### src/hdl/hbar_pkg.sv
// shared types, constants and defaults of the pixel histogram unit
package hbar_pkg;

	// parameter defaults
	localparam int BINS_DEF       = 256;
	localparam int CHANNELS_DEF   = 3;
	localparam int COUNT_BITS_DEF = 32;

	// fixed field widths
	localparam int OP_W       = 2;
	localparam int CH_W       = 2;
	localparam int PIXEL_W    = 17;
	localparam int BIN_IN_W   = 8;
	localparam int BIN_CMD_W  = 12;
	localparam int HEIGHT_W   = 11;
	localparam int COMB_W     = 10;
	localparam int OUT_CNT_W  = 32;
	localparam int QUOT_W     = 11;
	localparam int ITER_W     = 4;

	localparam logic [PIXEL_W-1:0]  PIXEL_ONE    = 17'd65536;
	localparam logic [HEIGHT_W-1:0] HEIGHT_LIMIT = 11'd1024;
	localparam logic [HEIGHT_W-1:0] HEIGHT_RESET = 11'd256;

	// operation codes
	localparam logic [OP_W-1:0] OP_CLEAR = 2'd0;
	localparam logic [OP_W-1:0] OP_ADD   = 2'd1;
	localparam logic [OP_W-1:0] OP_READ  = 2'd2;

	// queue size
	localparam int QDEPTH = 2;
	localparam int QPTR_W = 1;
	localparam int QCNT_W = 2;

	typedef enum logic [1:0] {
		CMD_CLEAR,
		CMD_ADD,
		CMD_READ,
		CMD_READ_ZERO
	} cmd_kind_t;

	// one classified item
	typedef struct packed {
		cmd_kind_t             kind;
		logic [CH_W-1:0]       channel;
		logic [BIN_CMD_W-1:0]  bin;
	} cmd_t;

	typedef enum logic [2:0] {
		ST_CLR,
		ST_IDLE,
		ST_ADD_WR,
		ST_RD_MUL,
		ST_RD_PREP,
		ST_RD_DIV,
		ST_DONE
	} back_state_t;

endpackage

### src/hdl/hbar_queue.sv
// two-entry queue between front and back
module hbar_queue (
	input  logic           clk,
	input  logic           arst_n,
	input  logic           push,
	input  hbar_pkg::cmd_t push_cmd,
	output logic           full,
	input  logic           pop,
	output logic           head_valid,
	output hbar_pkg::cmd_t head_cmd
);
	hbar_pkg::cmd_t                 slot_q [hbar_pkg::QDEPTH];
	logic [hbar_pkg::QPTR_W-1:0]    wr_ptr_q;
	logic [hbar_pkg::QPTR_W-1:0]    rd_ptr_q;
	logic [hbar_pkg::QCNT_W-1:0]    cnt_q;
	logic                           do_push;
	logic                           do_pop;

	assign full       = (cnt_q == hbar_pkg::QCNT_W'(hbar_pkg::QDEPTH));
	assign head_valid = (cnt_q != '0);
	assign head_cmd   = slot_q[rd_ptr_q];
	assign do_push    = push && !full;
	assign do_pop     = pop && head_valid;

	// pointers and fill count
	always_ff @(posedge clk or negedge arst_n) begin
		if (!arst_n) begin
			wr_ptr_q <= '0;
			rd_ptr_q <= '0;
			cnt_q    <= '0;
		end else begin
			if (do_push) wr_ptr_q <= wr_ptr_q + 1'b1;
			if (do_pop)  rd_ptr_q <= rd_ptr_q + 1'b1;
			if (do_push && !do_pop)      cnt_q <= cnt_q + 1'b1;
			else if (do_pop && !do_push) cnt_q <= cnt_q - 1'b1;
		end
	end

	// storage
	always_ff @(posedge clk) begin
		if (do_push) slot_q[wr_ptr_q] <= push_cmd;
	end
endmodule

### config.mk
export PLATFORM = sky130hd
export DESIGN_NAME = hbar_queue
export DESIGN_NICKNAME = d
export VERILOG_FILES = /design/src/hdl/hbar_pkg.sv /design/src/hdl/hbar_queue.sv
export SDC_FILE = /design/constraint.sdc
export NUM_CORES = 1
export LEC_CHECK = 0
export BUFFER_PORTS_ARGS = -buffer_cell sky130_fd_sc_hd__buf_4
export CORE_ASPECT_RATIO = 1.4
export CORE_MARGIN = 2
export CORE_UTILIZATION = 45
export CTS_CLUSTER_SIZE = 12
export DETAILED_ROUTE_END_ITERATION = 8
export PLACE_DENSITY = 0.75
export SLEW_MARGIN = 20
export SYNTH_ARGS = -nofsm -noshare
export SYNTH_HDL_FRONTEND = slang
export SYNTH_SLANG_ARGS = --single-unit
### constraint.sdc
create_clock -name clk -period 1.56 [get_ports clk]
set_input_delay 0.234 -clock clk [delete_from_list [all_inputs] [get_ports clk]]
set_output_delay 0.234 -clock clk [all_outputs]
set_load 0.005 [all_outputs]
Word level (Yosys, flattened, before mapping)
Memories as Yosys holds them, arrays and structs flattened.
Cells that the tools add are included.
- register bits after elaboration: 4
- RAM bits: 32
- input port bits: 20
- output and inout bits: 18
- word-level logic and storage cells: 22
- memories kept: 1
- memories (name ; words ; width ; read ports ; clocked after memory_dff ; wr ports ; RTL line ; text):
    slot_q ; 2 ; 16 ; 1 ; 0 ; 1 ; hbar_queue.sv:12 ; hbar_pkg::cmd_t slot_q [hbar_pkg::QDEPTH];
- add/sub/neg operators: 4
- equal/unequal tests: 1
- mux-type cells: 4
- reductions and logical operators: 9
- operator list (operator ; count):
    $logic_and 1x1->1 ; 4
    $mux 2 ; 2
    $reduce_bool 2->1 ; 2
    $logic_not 1->1 ; 3
    $add 1x1->1 const B ; 2
    $add 2x1->2 const B ; 1
    $eq 2x2->1 const B ; 1
    $mux 1 ; 2
    $sub 2x1->2 const B ; 1

Depth between registers and ports, before layout
- word-level depth: 7
- mapped depth: 7
- gate-level depth less buffers: 7

Worst setup path after synthesis
Ideal clock, no wire load.
- path kind: register -> register
- from: register cnt_q[0] (netlist bit)
- to: memory slot_q[0][0] (netlist bit), enable pin
- arrival time: 1317 ps
- data required time: 1172 ps
- path slack: -145 ps
- stages on the path, launching flop included: 4
- path buffers: 0
- clock period less this slack: 1705 ps
- cells stage by stage: dfrtp_1 > nand2b_1 > nand2_1 > nor2_1
- word-level cells in the longest chain between the ends: 5
- RTL lines (element ; RTL line ; text):
    from (decl) ; hbar_queue.sv:15 ; logic [hbar_pkg::QCNT_W-1:0] cnt_q;
    from (signal assigned) ; hbar_queue.sv:34 ; if (do_push && !do_pop) cnt_q <= cnt_q + 1'b1;
    from (signal assigned) ; hbar_queue.sv:35 ; else if (do_pop && !do_push) cnt_q <= cnt_q - 1'b1;
    $eq 2x2->1 ; hbar_queue.sv:19 ; assign full = (cnt_q == hbar_pkg::QCNT_W'(hbar_pkg::QDEPTH));
    $logic_not 1->1 ; hbar_queue.sv:22 ; assign do_push = push && !full;
    $logic_and 1x1->1 ; hbar_queue.sv:22 ;
    $mux 1 ; hbar_queue.sv:41 ; if (do_push) slot_q[wr_ptr_q] <= push_cmd;
    $mux 1 (not written as such) ; hbar_queue.sv:41 ;
    to (decl) ; hbar_queue.sv:12 ;
Every way passes these cells.

==> out/qor.yml <==
run_status:
  status: "complete, but fails checks"
  violations: "setup timing"
worst_setup_path:
  path_class: "flip-flop to output pin"
  setup.worst_path.end_class: "output pin"
  cp_max_fo: 8
  cp-start-kind: "flip-flop"
  cp.required_ps: 1330
  cp.arrival_ps: 1340
clock_tree:
  h-tree-depth: 2
  cts_buffer_depth: 2
  cts_root_buffer: "clkbuf_8"
  numCtsBuffers: 5
  clk_pin_slew_worst_paths_ps: 60
  cts.sinks: 36
  clock_latency_ps: 280
  cts_tree: "done"
yosys:
  ys_warn_count: 0
  avgSynthCellArea_um2: 20.4
  synthTopCellsByArea: "edfxtp_1 (68%), mux2_4 (9.6%), dfrtp_1 (7.1%), mux2_2 (5.6%), xnor2_1 (1.9%)"
  synth_top_family_by_area: "multiplexers"
  ys_ff_latch: 36
  synth_top_area_share_pct: 68.3
  yosys.area.top_type: "edfxtp_1"
  netlist_area_um2: 1410
  syn_nets: 90
  yosys.area_share.adder_pct: 0.890
  yosysUniqueCellTypes: 16
  muxShareOfSynthArea_pct: 15.2
  syn-instance-count: 69
  yosysSeqAreaShare_pct: 75.4
  synthXorXnorAreaFrac_pct: 3.11
  synthSimpleGateAreaFrac_pct: 2.58
  synth-compound-area-share_pct: 0
route:
  vias: 747
  wl_per_cell_um: 14.6
  routed_wirelength_mm: 2.29
  drc: 0
  postRouteAntennaNets: 0
  firstDrtPassIters: 4
  drt_iter0_drc: 10
  routed_via_density: 4.76
grt:
  gr-total-overflow: 0
  grt_pass1_wl_mm: 3.75
  grt.total_usage_pct: 15.3
  grt_pass1_vias: 799
  grt_max_degree: 17
  antenna_found_initial: 0
sta:
  finClkSkew_ps: 6.33
  tightest_slew_ps: 197
  fin_crit_sh_pct: 101
  finalHoldViolCount: 0
  fin_ws_ps: -15.4
  fin_crit_ps: 1580
  hold-worst-slack_ps: 134
  rsz0062_at_grt: "true"
  setup_viol: 8
  max-slew-margin-rel_pct: 86.9
  fmax_mhz: 635
  maxSlewViolCount: 0
power:
  vdd_drop_max_mv: 1.19
  p_per_area_nw_per_um2: 1820
  p_leak_uw: 0.000829
placement:
  pre_cts_ws_ps: -10.9
  port-buffer-count: 37
  place_hpwl_mm: 1.58
  place_congestion: 0.633
  place_area_um2: 1760
finish:
  drive_above_1_share_pct: 59.3
  nets: 138
  utilization_pct: 65.2
  final_cell_mix: "edfxtp_1 (32), buf_4 (22), mux2_4 (16), buf_6 (16), clkbuf_8 (6)"
  n_antenna_cell: 0
  final_common_cell: "edfxtp_1"
  syn2layout_area_growth_pct: 41.9
  design_area_um2: 2000
floorplanning:
  io_pins: 38
  start_util_pct: 45.9
  dieArea_um2: 3590
  die_y_um: 70.1
  core-area_um2: 3060
  die_w_um: 51.2
  rows: 24
flow_run:
  maxCapViolCount: 0
worst_hold_path:
  hp-class: "primary input to flip-flop"
## cell type report
| type | count | area [um2] |
|---|---|---|
| clock buffers | 8 | 90.1 |
| fillers | 226 | 1070 |
| inverters | 2 | 7.51 |
| multi-input cells | 29 | 345 |
| flip-flops and latches | 36 | 1060 |
| well taps | 39 | 48.8 |
| repair buffers | 43 | 440 |
## metal layers
metal | wire length [um] | track usage, % | up-vias
met5 | 0 | 0 | -
met4 | 72 | 10.5 | 0
met3 | 110 | 5.13 | 5
met2 | 1360 | 26.0 | 28
met1 | 744 | 15.3 | 362
li1 | - | - | 352
## through the flow
| stage | cells | TNS (ps) | total power [uW] |
|---|---|---|---|
| floorplan | 69 | 0 | 2160 |
| global placement | 146 | 0 | 2630 |
| detailed placement | 146 | -10.9 | 2710 |
| CTS | 157 | -280 | 3680 |
| global route | 157 | -736 | 3830 |
| finish | 157 | -89.7 | 3640 |
## cells by family after synthesis
group,after synthesis
xor gates and xnor gates,5
adders and majority gates,1
buffers and inverters,4
and+or+nand+nor,7
muxes,16
DFF,36
## cell usage after synthesis
cell	instances
ha_1	1
xor2_1	2
dfrtp_1	4
nor2_1	2
xnor2_1	3
nand2b_1	1
nand2_1	1
edfxtp_1	32
mux2_4	9
buf_6	1
inv_1	2
nand2_2	1
buf_12	1
or2_1	1
mux2_2	7
and3_1	1
## worst max-delay path, stage by stage (launching register included)
cell,delay (ps)
dfrtp_2,450
clkbuf_16,180
mux2_4,300
buf_6,110
## path summary, 6_finish.rpt
path                       cells after the start         from           end  slack (ps)
setup / recovery                               3     rd_ptr_q   head_cmd[9]         -20
hold / removal                                 1  push_cmd[1]  slot_q[0][1]         130
setup reg to reg                               6     cnt_q[1]      cnt_q[1]         100
hold reg to reg                                1     cnt_q[0]      cnt_q[0]         520
max in group asynchronous                      2       arst_n      cnt_q[0]        1180
min in group asynchronous                      2       arst_n      wr_ptr_q         270
## state kept, by name (all words and copies together), names as in the netlist
name / cells
cnt_q: 2
rd_ptr_q: 1
slot_q: 32
wr_ptr_q: 1
## power by group
part	internal (uW)	switching (uW)	leakage, uW
registers	1340	128	0.000342
logic	996	541	0.000441
clock network	359	278	0.0000455
## timing repair
item | CTS | global route
hold buffers | 1 | 0
hold endpoints to repair | 4 | 0
gates cloned | 1 | 0
setup buffers | 1 | 0
setup endpoints to repair | 15 | 17
resized for setup | 26 | 3
No activity file was read; power rests on OpenSTA's default activity.
