<file path="config.mk">
export PLATFORM = sky130hd
export DESIGN_NAME = hbar_front
export DESIGN_NICKNAME = d
export VERILOG_FILES = /design/src/hdl/hbar_pkg.sv /design/src/hdl/hbar_front.sv
export SDC_FILE = /design/constraint.sdc
export NUM_CORES = 1
export LEC_CHECK = 0
export BUFFER_PORTS_ARGS = -buffer_cell sky130_fd_sc_hd__buf_2
export CORE_MARGIN = 2
export CORE_UTILIZATION = 50
export DETAILED_ROUTE_END_ITERATION = 8
export PLACE_DENSITY = 0.79
export REMOVE_ABC_BUFFERS = 1
export SLEW_MARGIN = 10
export SYNTH_ARGS = -nofsm -noshare
export SYNTH_HDL_FRONTEND = slang
export SYNTH_SLANG_ARGS = --single-unit
</file>
<file path="constraint.sdc">
create_clock -name vclk -period 14.2
set_input_delay 0.71 -clock vclk [all_inputs]
set_output_delay 0.71 -clock vclk [all_outputs]
set_load 0.05 [all_outputs]
</file>
<file path="src/hdl/hbar_pkg.sv">
// shared types, constants and defaults of the pixel histogram unit
package hbar_pkg;

	// parameter defaults
	localparam int BINS_DEF       = 256;
	localparam int CHANNELS_DEF   = 3;
	localparam int COUNT_BITS_DEF = 32;

	// fixed field widths
	localparam int OP_W       = 2;
	localparam int CH_W       = 2;
	localparam int PIXEL_W    = 17;
	localparam int BIN_IN_W   = 8;
	localparam int BIN_CMD_W  = 12;
	localparam int HEIGHT_W   = 11;
	localparam int COMB_W     = 10;
	localparam int OUT_CNT_W  = 32;
	localparam int QUOT_W     = 11;
	localparam int ITER_W     = 4;

	localparam logic [PIXEL_W-1:0]  PIXEL_ONE    = 17'd65536;
	localparam logic [HEIGHT_W-1:0] HEIGHT_LIMIT = 11'd1024;
	localparam logic [HEIGHT_W-1:0] HEIGHT_RESET = 11'd256;

	// operation codes
	localparam logic [OP_W-1:0] OP_CLEAR = 2'd0;
	localparam logic [OP_W-1:0] OP_ADD   = 2'd1;
	localparam logic [OP_W-1:0] OP_READ  = 2'd2;

	// queue size
	localparam int QDEPTH = 2;
	localparam int QPTR_W = 1;
	localparam int QCNT_W = 2;

	typedef enum logic [1:0] {
		CMD_CLEAR,
		CMD_ADD,
		CMD_READ,
		CMD_READ_ZERO
	} cmd_kind_t;

	// one classified item
	typedef struct packed {
		cmd_kind_t             kind;
		logic [CH_W-1:0]       channel;
		logic [BIN_CMD_W-1:0]  bin;
	} cmd_t;

	typedef enum logic [2:0] {
		ST_CLR,
		ST_IDLE,
		ST_ADD_WR,
		ST_RD_MUL,
		ST_RD_PREP,
		ST_RD_DIV,
		ST_DONE
	} back_state_t;

endpackage

</file>
<file path="src/hdl/hbar_front.sv">
// front end: classifies items and maps pixels to bins
module hbar_front #(
	parameter int BINS     = hbar_pkg::BINS_DEF,
	parameter int CHANNELS = hbar_pkg::CHANNELS_DEF
) (
	input  logic                          in_valid,
	output logic                          in_stall,
	input  logic [hbar_pkg::OP_W-1:0]     operation,
	input  logic [hbar_pkg::CH_W-1:0]     channel,
	input  logic [hbar_pkg::PIXEL_W-1:0]  pixel,
	input  logic [hbar_pkg::BIN_IN_W-1:0] bin_index,
	input  logic                          q_full,
	output logic                          q_push,
	output hbar_pkg::cmd_t                q_cmd
);
	localparam int BIN_W  = $clog2(BINS);
	localparam int PROD_W = hbar_pkg::PIXEL_W + hbar_pkg::BIN_CMD_W;

	logic [hbar_pkg::PIXEL_W-1:0] q_sat;
	logic [PROD_W-1:0]            bin_prod;
	logic                         ch_ok;
	logic                         bin_ok;
	logic                         accept;

	// pixel to bin: floor(q*(BINS-1)/65536)
	assign q_sat    = (pixel > hbar_pkg::PIXEL_ONE) ? hbar_pkg::PIXEL_ONE : pixel;
	assign bin_prod = PROD_W'(q_sat) * PROD_W'(BINS - 1);

	assign ch_ok  = (32'(channel) < 32'(CHANNELS));
	assign bin_ok = (32'(bin_index) < 32'(BINS));

	assign in_stall = q_full;
	assign accept   = in_valid && !q_full;

	// classify
	always_comb begin
		q_push        = 1'b0;
		q_cmd.kind    = hbar_pkg::CMD_CLEAR;
		q_cmd.channel = channel;
		q_cmd.bin     = '0;
		case (operation)
			hbar_pkg::OP_CLEAR: begin
				q_push = accept;
			end
			hbar_pkg::OP_ADD: begin
				q_push     = accept && ch_ok;
				q_cmd.kind = hbar_pkg::CMD_ADD;
				q_cmd.bin  = hbar_pkg::BIN_CMD_W'(bin_prod[16 +: BIN_W]);
			end
			hbar_pkg::OP_READ: begin
				q_push     = accept;
				q_cmd.kind = (ch_ok && bin_ok) ? hbar_pkg::CMD_READ : hbar_pkg::CMD_READ_ZERO;
				q_cmd.bin  = hbar_pkg::BIN_CMD_W'(bin_index);
			end
			default: begin
				q_push = 1'b0;
			end
		endcase
	end
endmodule

</file>
# ---- After elaboration in Yosys (flattened, before gate mapping)
# Index checks and enable logic that the tools add are counted.
dict set report word_totals {
  ff_bits 0
  in_bits 31
  out_inout_bits 18
  word_cells 15
}
dict set report op_classes {
  eq_ne 2
  mux 5
  reduce_logical 5
  order_cmp 2
  mul 1
}
# cell count
set op_table {}
lappend op_table {{$mul A17 B8 Y24 const B} 1}
lappend op_table {{$gt A17 B17 Y1 const B} 1}
lappend op_table {{$mux W17} 1}
lappend op_table {{$pmux W8 S2} 1}
lappend op_table {{$pmux W2 S2} 1}
lappend op_table {{$eq A2 B1 Y1 const B} 1}
lappend op_table {{$eq A2 B2 Y1 const B} 1}
lappend op_table {{$logic_and A1 B1 Y1} 2}
lappend op_table {{$logic_not A2 Y1} 1}
lappend op_table {{$lt A2 B2 Y1 const B} 1}
lappend op_table {{$pmux W1 S2} 1}
lappend op_table {{$reduce_or A2 Y1} 1}
lappend op_table {{$logic_not A1 Y1} 1}
lappend op_table {{$mux W1} 1}

# ---- Logic depth before layout (Yosys ltp)
# Gate-level depths: netlist of run 1.
dict set report logic_depth {
  depth_word 4
  depth_mapped 21
}

# ---- Worst setup path before layout of run 1
# No wires, ideal clock.
dict set report synth_path {
  kind {input port to output port}
  start {input port pixel[6] in the netlist's numbering}
  end {output port q_cmd[3] in the netlist's numbering}
  t_arrival_ps 6201
  setup_slack_ps 7289
  t_required_ps 13490
  path_stages 20
  path_cell_list {clkbuf_1 nor4_1 nand4_1 nand2_1 and2_1 inv_1 fa_1 fa_1 inv_1 fa_1 inv_1 fa_1 inv_1 ha_1 nand4_1 nor2_1 o2111ai_1 a31oi_2 xnor2_1 o21ai_0}
}
# item line_no
set synth_lines {}
lappend synth_lines {{start, declared} hbar_front.sv:10} ;# input logic [hbar_pkg::PIXEL_W-1:0] pixel,
lappend synth_lines {{end, declared} hbar_front.sv:14} ;# output hbar_pkg::cmd_t q_cmd

==> flow_metrics.tcl, run 1 <==
set metrics [dict create \
    ctsHoldBuffers 0 \
    dp_slack_ns 7.348 \
    worstMarginPinSlew_ns 0.4953 \
    cts_setup_buffers 0 \
    io_buffers 45 \
    cts_resized 0 \
    drcViolationCount 0 \
    synthTopCellsByCount "inv_1 (119), fa_1 (62), ha_1 (48), nand2_1 (24), nor2_1 (13)" \
    required_ns 13.49 \
    yosys.area_share.simple_pct 11.92 \
    fin_cells 515 \
    gr-total-overflow 0 \
    initial_core_util_pct 50.90 \
    finalHoldViolations 0 \
    setup_slack_ns 7.254 \
    run_status "completed" \
    drt_first_iter_violations 90 \
    grt_antenna_before_repair 0 \
    critPathLaunchType "primary input" \
    ff_latch_area_um2 0 \
    peakVddDrop_uv 108.7 \
    period_minus_slack_ns 6.946 \
    n_antenna_cell 0 \
    grt_pass1_wl_um 12550 \
    io_pins 49 \
    synth_fa_ha_area_share_pct 55.33 \
    relSlewSlack_pct 66.55 \
    synth_cell_types 43 \
    finalWirelength_um 6843 \
    syn_inst 403 \
    max_freq_mhz 144.0 \
    viasPerCell 5.142 \
    routedWlPerCell_um 13.29 \
    flops_and_latches 0 \
    finalSetupViolations 0 \
    timing.setup.tns_ns 0 \
    rsz0062_at_grt "false" \
    fillers 633 \
    path_class "in -> out" \
    syn_area_per_cell_um2 8.439 \
    drive_above_1_share_pct 11.95 \
    crit_path_end_kind "output pin" \
    finalWeightedCongestion 0.9580 \
    synth_top_area_cell "fa_1" \
    p_leak_nw 2.082 \
    synthMuxAreaShare_pct 0 \
    fp.dieW_um 86.47 \
    drv_cap 0 \
    crit_fanout 10 \
    min_path_type "in -> out" \
    cellPowerDensity_nw_per_um2 132.5 \
    coreArea_um2 6681 \
    layout.nets 578 \
    rows 30 \
    num_vias 2648 \
    yosys.cell_count.top_type "inv_1" \
    postLayoutCoreUtil_pct 54.64 \
    synth_top_area_share_pct 36.50 \
    clock_buffers 0 \
    yosys_warnings 0 \
    arrival_ns 6.24 \
    place_inst 515 \
    slew_viol_final 0 \
    die_height_um 86.47 \
    grt_max_degree 18 \
    syn-cell-area_um2 3401 \
    first_pass_iters 4 \
    synth_compound_area_share_pct 11.30 \
    area_growth_pct 7.358 \
    hpwlAfterDp_um 6404 \
    min_period_over_period_pct 48.92 \
    multi_input_area_um2 2879 \
    grt_usage_pct 20.48 \
    first_global_vias 2950 \
    synth_top_family_by_area "adder cells" \
    ys_seq_area_share_pct 0 \
    synth_area_leaders "fa_1 (36%), ha_1 (18%), inv_1 (13%)" \
    synth_xor_area_share_pct 5.666 \
    ant_nets 0 \
    die-area_um2 7477 \
]
-- final timing paths --
check	to	slack, ns	cells after the start	start
min	in_stall	1.72	2	q_full
max	q_cmd[6]	7.25	21	pixel[4]
-- stage by stage --
step	hold WS [ns]	instance area (um^2)	total power, W
2_1_floorplan	1.420	3326	0.0003824
6_report	1.724	3651	0.0004838
3_3_place_gp	1.723	3651	0.0004721
5_1_grt	1.728	3651	0.0005632
3_5_place_dp	1.724	3651	0.0004836
4_1_cts	1.725	3651	0.0004890
-- cells in the final DEF (no fill, tap or decap), types with 2 or more instances in the layout --
master	synthesis	final
inv_1	119	119
fa_1	62	62
ha_1	48	48
buf_2	0	45
nand2_1	24	24
nor2_1	13	13
xnor2_1	12	12
and2_1	11	11
o21ai_0	11	11
xor2_1	10	10
nor2b_1	9	9
a21o_1	9	9
a21oi_1	9	9
nor4_1	5	5
nand4_1	4	4
maj3_1	4	4
nand3_1	4	4
conb_1	1	4
a211oi_2	3	3
or3_1	3	3
nor3_1	2	2
o21bai_1	2	2
a32o_1	2	2
a211oi_1	2	2
o31ai_1	2	2
-- layer usage --
layer | vias up | wire length (um) | track usage [%]
li1 | 1292 | - | -
met1 | 1293 | 2853 | 25.26
met2 | 54 | 3672 | 40.49
met3 | 9 | 239 | 0.8571
met4 | 0 | 78 | 2.131
met5 | - | 0 | 0
-- cell families after synthesis --
| group | Yosys count |
|---|---|
| and+or+nand+nor | 79 |
| buffers and inverters | 135 |
| xor gates and xnor gates | 22 |
| AOI/OAI and AO/OA | 52 |
| adders and majority gates | 114 |
| other | 1 |
-- report_power, final --
part | internal (W) | total (W) | switching, W | leakage [nW]
registers | 0 | 0 | 0 | 0
logic | 0.000194 | 0.000484 | 0.000290 | 2.08
clock network | 0 | 0 | 0 | 0
total | 0.000194 | 0.000484 | 0.000290 | 2.08
-- worst max-delay path, stage by stage --
cell      delay (ns)
buf_2           0.15
nor4_1          0.32
nand4_1         0.15
nand2_1         0.24
and2_1          0.30
inv_1           0.08
fa_1            0.49
fa_1            0.55
inv_1           0.06
fa_1            0.54
inv_1           0.06
fa_1            0.53
inv_1           0.05
ha_1            0.33
a211oi_2        0.18
nor2_1          0.08
o41ai_1         0.43
o21ai_0         0.17
or3_1           0.37
a32o_1          0.24
buf_2           0.20
-- cell type report --
| type | instances | area share (%) |
|---|---|---|
| Inverter | 119 | 12.23 |
| Timing Repair Buffer | 45 | 6.169 |
| Multi-Input combinational cell | 271 | 78.86 |
| Tap cell | 80 | 2.742 |
Note: power is estimated with default switching activity, not from simulation.
==> run 2: changes to the inputs <==
- PLACE_DENSITY: 0.79 -> 0.82
- clock period: 14.2 -> 6.15 ns (I/O delays scaled with it)
==> flow_metrics.tcl, run 2 (same netlist as run 1, synthesis figures left out) <==
set metrics [dict create \
    timing.setup.tns_ns 0 \
    layout_common_cells "inv_1 (118), fa_1 (62), ha_1 (48)" \
    path_class "in -> out" \
    die-area_um2 7477 \
    num_vias 2713 \
    flops_and_latches 0 \
    critPathLaunchType "primary input" \
    postLayoutCoreUtil_pct 55.02 \
    first_pass_iters 4 \
    layout.nets 579 \
    slew_viol_final 0 \
    swShare_pct 59.58 \
    rows 30 \
    final_common_cell "inv_1" \
    p_leak_nw 2.092 \
    io_pins 49 \
    ant_nets 0 \
    power_frac_seq_pct 0 \
    finalSetupViolations 0 \
    initial_core_util_pct 50.90 \
    viasPerCell 5.258 \
    finalInstanceArea_um2 3676 \
    worst_hold_slack_ns 0.9196 \
    peakVddDrop_uv 280.9 \
    critPathSlowestCell "fa_1" \
    drv_cap 0 \
    gr-total-overflow 0 \
    arrival_ns 5.55 \
    first_global_vias 2947 \
    grt_pass1_wl_um 12660 \
    slowest_delay_ns 0.57 \
    grt_usage_pct 20.59 \
    max_freq_mhz 170.8 \
    min_period_over_period_pct 95.19 \
    io_buffers 45 \
    drive_above_1_share_pct 13.30 \
    crit_fanout 10 \
    internal-power_w 0.0004548 \
    crit_path_end "q_cmd[6]" \
    min_path_type "in -> out" \
    hold_path_depth 2 \
    required_ns 5.84 \
    cts_setup_buffers 0 \
    fp.dieW_um 86.47 \
    place_inst 516 \
    period_minus_slack_ns 5.854 \
    drcViolationCount 0 \
    n_antenna_cell 0 \
    crit_chain "buf_2 -> nor4_1 -> nand4_1 -> nand2_2 -> and2_1 -> inv_1 -> fa_1 -> fa_1 -> inv_1 -> fa_1 -> inv_1 -> fa_1 -> inv_1 -> ha_1 -> a211oi_2 -> nor2_1 -> o41ai_2 -> o21ai_0 -> or3_1 -> a32o_1 -> buf_2" \
    dpl_cell_area_um2 3659 \
    finalWirelength_um 6974 \
    ff_latch_area_um2 0 \
    finalHoldViolations 0 \
    worstSetupStartpoint "pixel[6]" \
    crit_path_end_kind "output pin" \
    p_clk_share_pct 0 \
    area_growth_pct 8.094 \
    grt_max_degree 18 \
    fin_cells 516 \
    p_sw_w 0.0006705 \
    coreArea_um2 6681 \
    routedWlPerCell_um 13.52 \
    run_status "completed" \
    hpwlAfterDp_um 6439 \
    grt_antenna_before_repair 0 \
    pwr-share-comb_pct 100.0 \
    ctsHoldBuffers 0 \
    clock_buffers 0 \
    cellPowerDensity_nw_per_um2 306.1 \
    die_height_um 86.47 \
    drt_first_iter_violations 66 \
    finalWeightedCongestion 0.9366 \
    hp-start "q_full" \
]
## run 2: worst min path at each step
stage,end,slack (ns)
after CTS,in_stall,0.92
after floorplan,in_stall,0.62
final,in_stall,0.92
after detailed placement,in_stall,0.92
after global placement,in_stall,0.92
after global routing,in_stall,0.93
## run 2: worst max-delay path: cells and delay by family
kind                       cells  cell delay, ns
AOI/OAI and AO/OA              4            0.86
adders and majority gates      5            2.47
buffers and inverters          6            0.57
and+or+nand+nor                6            1.31
## run 2: timing repair
action / in CTS / in global routing
resized for setup: 0 / 5
hold endpoints to repair: 0 / 0
setup endpoints to repair: 0 / 5
## run 2: layout make-up
| type | instances | area [um^2] |
|---|---|---|
| fill | 625 | 3005 |
| multi-input combinational | 271 | 2897 |
| inverter | 119 | 446.7 |
| timing repair buffer | 46 | 232.7 |
| tap | 80 | 100.1 |
## run 2: power groups by stage
stage	Clock [W]	Sequential, W	Combinational, W
6_report	0	0	0.00113
5_1_grt	0	0	0.00131
4_1_cts	0	0	0.00113
3_5_place_dp	0	0	0.00112
3_3_place_gp	0	0	0.00109
2_1_floorplan	0	0	0.000883
## run 2: layer usage
layer	part of all wire, %	up-vias	global-route usage, %
met2	53	83	38.60
met4	2.2	0	3.977
met1	40	1312	26.77
met5	0	-	0
met3	5.0	12	0.3810
li1	-	1306	-
## run 2: per-stage QoR
stage	worst slack [ns]	power [W]
floorplan	0.2283	0.0008829
global placement	0.3253	0.001094
detailed placement	0.2023	0.001120
CTS	0.1766	0.001131
global route	-0.02772	0.001306
finish	0.2961	0.001125
==> run 3: changes to the inputs <==
- ABC_AREA: not set -> 1
- PLACE_DENSITY: 0.82 -> 0.81
==> flow_metrics.tcl, run 3 <==
set metrics [dict create \
    final_common_cell "inv_1" \
    drt_first_iter_violations 157 \
    pwr-share-comb_pct 100.0 \
    layout.nets 737 \
    finalWeightedCongestion 0.8964 \
    crit_path_end "q_cmd[4]" \
    n_antenna_cell 0 \
    worstSetupStartpoint "pixel[3]" \
    initial_core_util_pct 52.18 \
    clock_buffers 0 \
    swShare_pct 64.29 \
    synth_top_area_share_pct 32.45 \
    syn_inst 553 \
    hpwlAfterDp_um 7954 \
    p_clk_share_pct 0 \
    max_freq_mhz 171.9 \
    met2_length_um 4398 \
    ant_nets 0 \
    routedWlPerCell_um 12.53 \
    critPathTopFamily "adder cells" \
    power_frac_seq_pct 0 \
    arrival_ns 5.51 \
    grt_max_degree 14 \
    syn-cell-area_um2 3825 \
    crit_path_end_kind "output pin" \
    path_class "in -> out" \
    die_height_um 91.47 \
    critPathSlowestCell "fa_1" \
    finalInstanceArea_um2 4174 \
    drcViolationCount 0 \
    required_ns 5.84 \
    period_minus_slack_ns 5.817 \
    io_buffers 45 \
    grt_pass1_wl_um 15420 \
    viasPerCell 5.061 \
    synth_area_leaders "fa_1 (32%), ha_1 (16%), inv_1 (15%)" \
    peakVddDrop_uv 317.8 \
    die-area_um2 8366 \
    coreArea_um2 7331 \
    run_status "completed" \
    dpl_cell_area_um2 4133 \
    finalHoldViolations 0 \
    top_layer "met4" \
    met3_wirelength_um 294 \
    ctsHoldBuffers 0 \
    synthTopCellsByCount "inv_1 (153), nand2_1 (107), fa_1 (62), ha_1 (48), nor2_1 (34)" \
    io_pins 49 \
    ys_seq_area_share_pct 0 \
    fp.dieW_um 91.47 \
    crit_cells 25 \
    ff_latch_area_um2 0 \
    min_path_type "in -> out" \
    yosys_warnings 0 \
    wl_met1_um 3828 \
    drive_above_1_share_pct 11.45 \
    syn_area_per_cell_um2 6.917 \
    synth_top_area_cell "fa_1" \
    crit_buf_inv 8 \
    grt_usage_pct 22.12 \
    finalWirelength_um 8680 \
    p_leak_nw 2.471 \
    yosys.cell_count.top_type "inv_1" \
    num_vias 3507 \
    finalSetupViolations 0 \
    timing.setup.tns_ns 0 \
    slowest_delay_ns 0.55 \
    crit_fanout 9 \
    gr-total-overflow 0 \
    first_global_vias 3527 \
    drv_cap 0 \
    p_sw_w 0.0009314 \
    area_growth_pct 9.127 \
    synth_cell_types 31 \
    cellPowerDensity_nw_per_um2 347.1 \
    flops_and_latches 0 \
    first_pass_iters 4 \
    rows 31 \
    path_common_cell "inv_1" \
    min_period_over_period_pct 94.58 \
    grt_antenna_before_repair 0 \
    internal-power_w 0.0005174 \
    worst_hold_slack_ns 0.9188 \
    slew_viol_final 0 \
    layout_common_cells "inv_1 (153), nand2_1 (105), fa_1 (62)" \
    critPathLaunchType "primary input" \
]
==> run 3: cell count changes after synthesis, sizes merged, moves of 9 or more <==
cell / previous run / this run
nand2: 24 / 116
xnor2: 12 / 2
nand3: 4 / 29
nor2b: 9 / 0
inv: 119 / 153
a21oi: 9 / 30
and2: 11 / 0
nor2: 13 / 35
==> run 3: what timing repair did <==
item,4_1_cts,5_1_grt
endpoints found under the setup margin,0,8
hold endpoints to repair,0,0
resized for setup,0,16
buffers inserted,0,1
==> run 3: kinds of logic (layout without fill, tap and decap cells) <==
kind of cell	count (synthesis)	count (layout)	share of synthesized area [%]
buffers and inverters	168	206	17.50
adder cells (fa/ha/maj)	110	110	48.15
AO/OA/AOI/OAI	63	63	9.225
other	1	4	0.09804
XOR/XNOR	9	9	2.061
AND/OR/NAND/NOR	202	202	22.96
==> run 3: power by group through the flow <==
stage / clock network (W) / logic (W) / registers, W
3_5_place_dp: 0 / 0.00141 / 0
5_1_grt: 0 / 0.00169 / 0
4_1_cts: 0 / 0.00142 / 0
2_1_floorplan: 0 / 0.00110 / 0
6_report: 0 / 0.00145 / 0
3_3_place_gp: 0 / 0.00139 / 0
==> run 3: worst min path at each step <==
stage | from | to | slack [ns] | depth (start not counted)
2_1_floorplan | q_full | in_stall | 0.62 | 0
3_3_place_gp | q_full | in_stall | 0.92 | 2
3_5_place_dp | q_full | in_stall | 0.92 | 2
4_1_cts | q_full | in_stall | 0.92 | 2
5_1_grt | q_full | in_stall | 0.93 | 2
6_report | q_full | in_stall | 0.92 | 2
==> run 3: area by class of cell <==
| class | count | area [um^2] |
|---|---|---|
| well taps | 99 | 123.9 |
| inverters | 156 | 586.8 |
| multi-input cells | 388 | 3184 |
| repair buffers | 50 | 279.0 |
| fillers | 706 | 3157 |
==> run 3: per-stage QoR <==
step	setup slack, ns	power (W)	utilization, %	cells
after detailed placement	0.2908	0.001413	56.37	692
after global placement	0.3874	0.001390	56.37	692
final	0.3332	0.001449	56.94	693
after global routing	-0.001889	0.001691	56.94	693
after CTS	0.2887	0.001423	56.37	692
after floorplan	0.4512	0.001101	-	544
==> run 3: metal layers <==
layer  GRT usage, %  vias to the layer above
li1               -                     1758
met1          28.98                     1656
met2          40.69                       79
met3         0.8299                       14
met4          4.167                        0
met5              0                        -
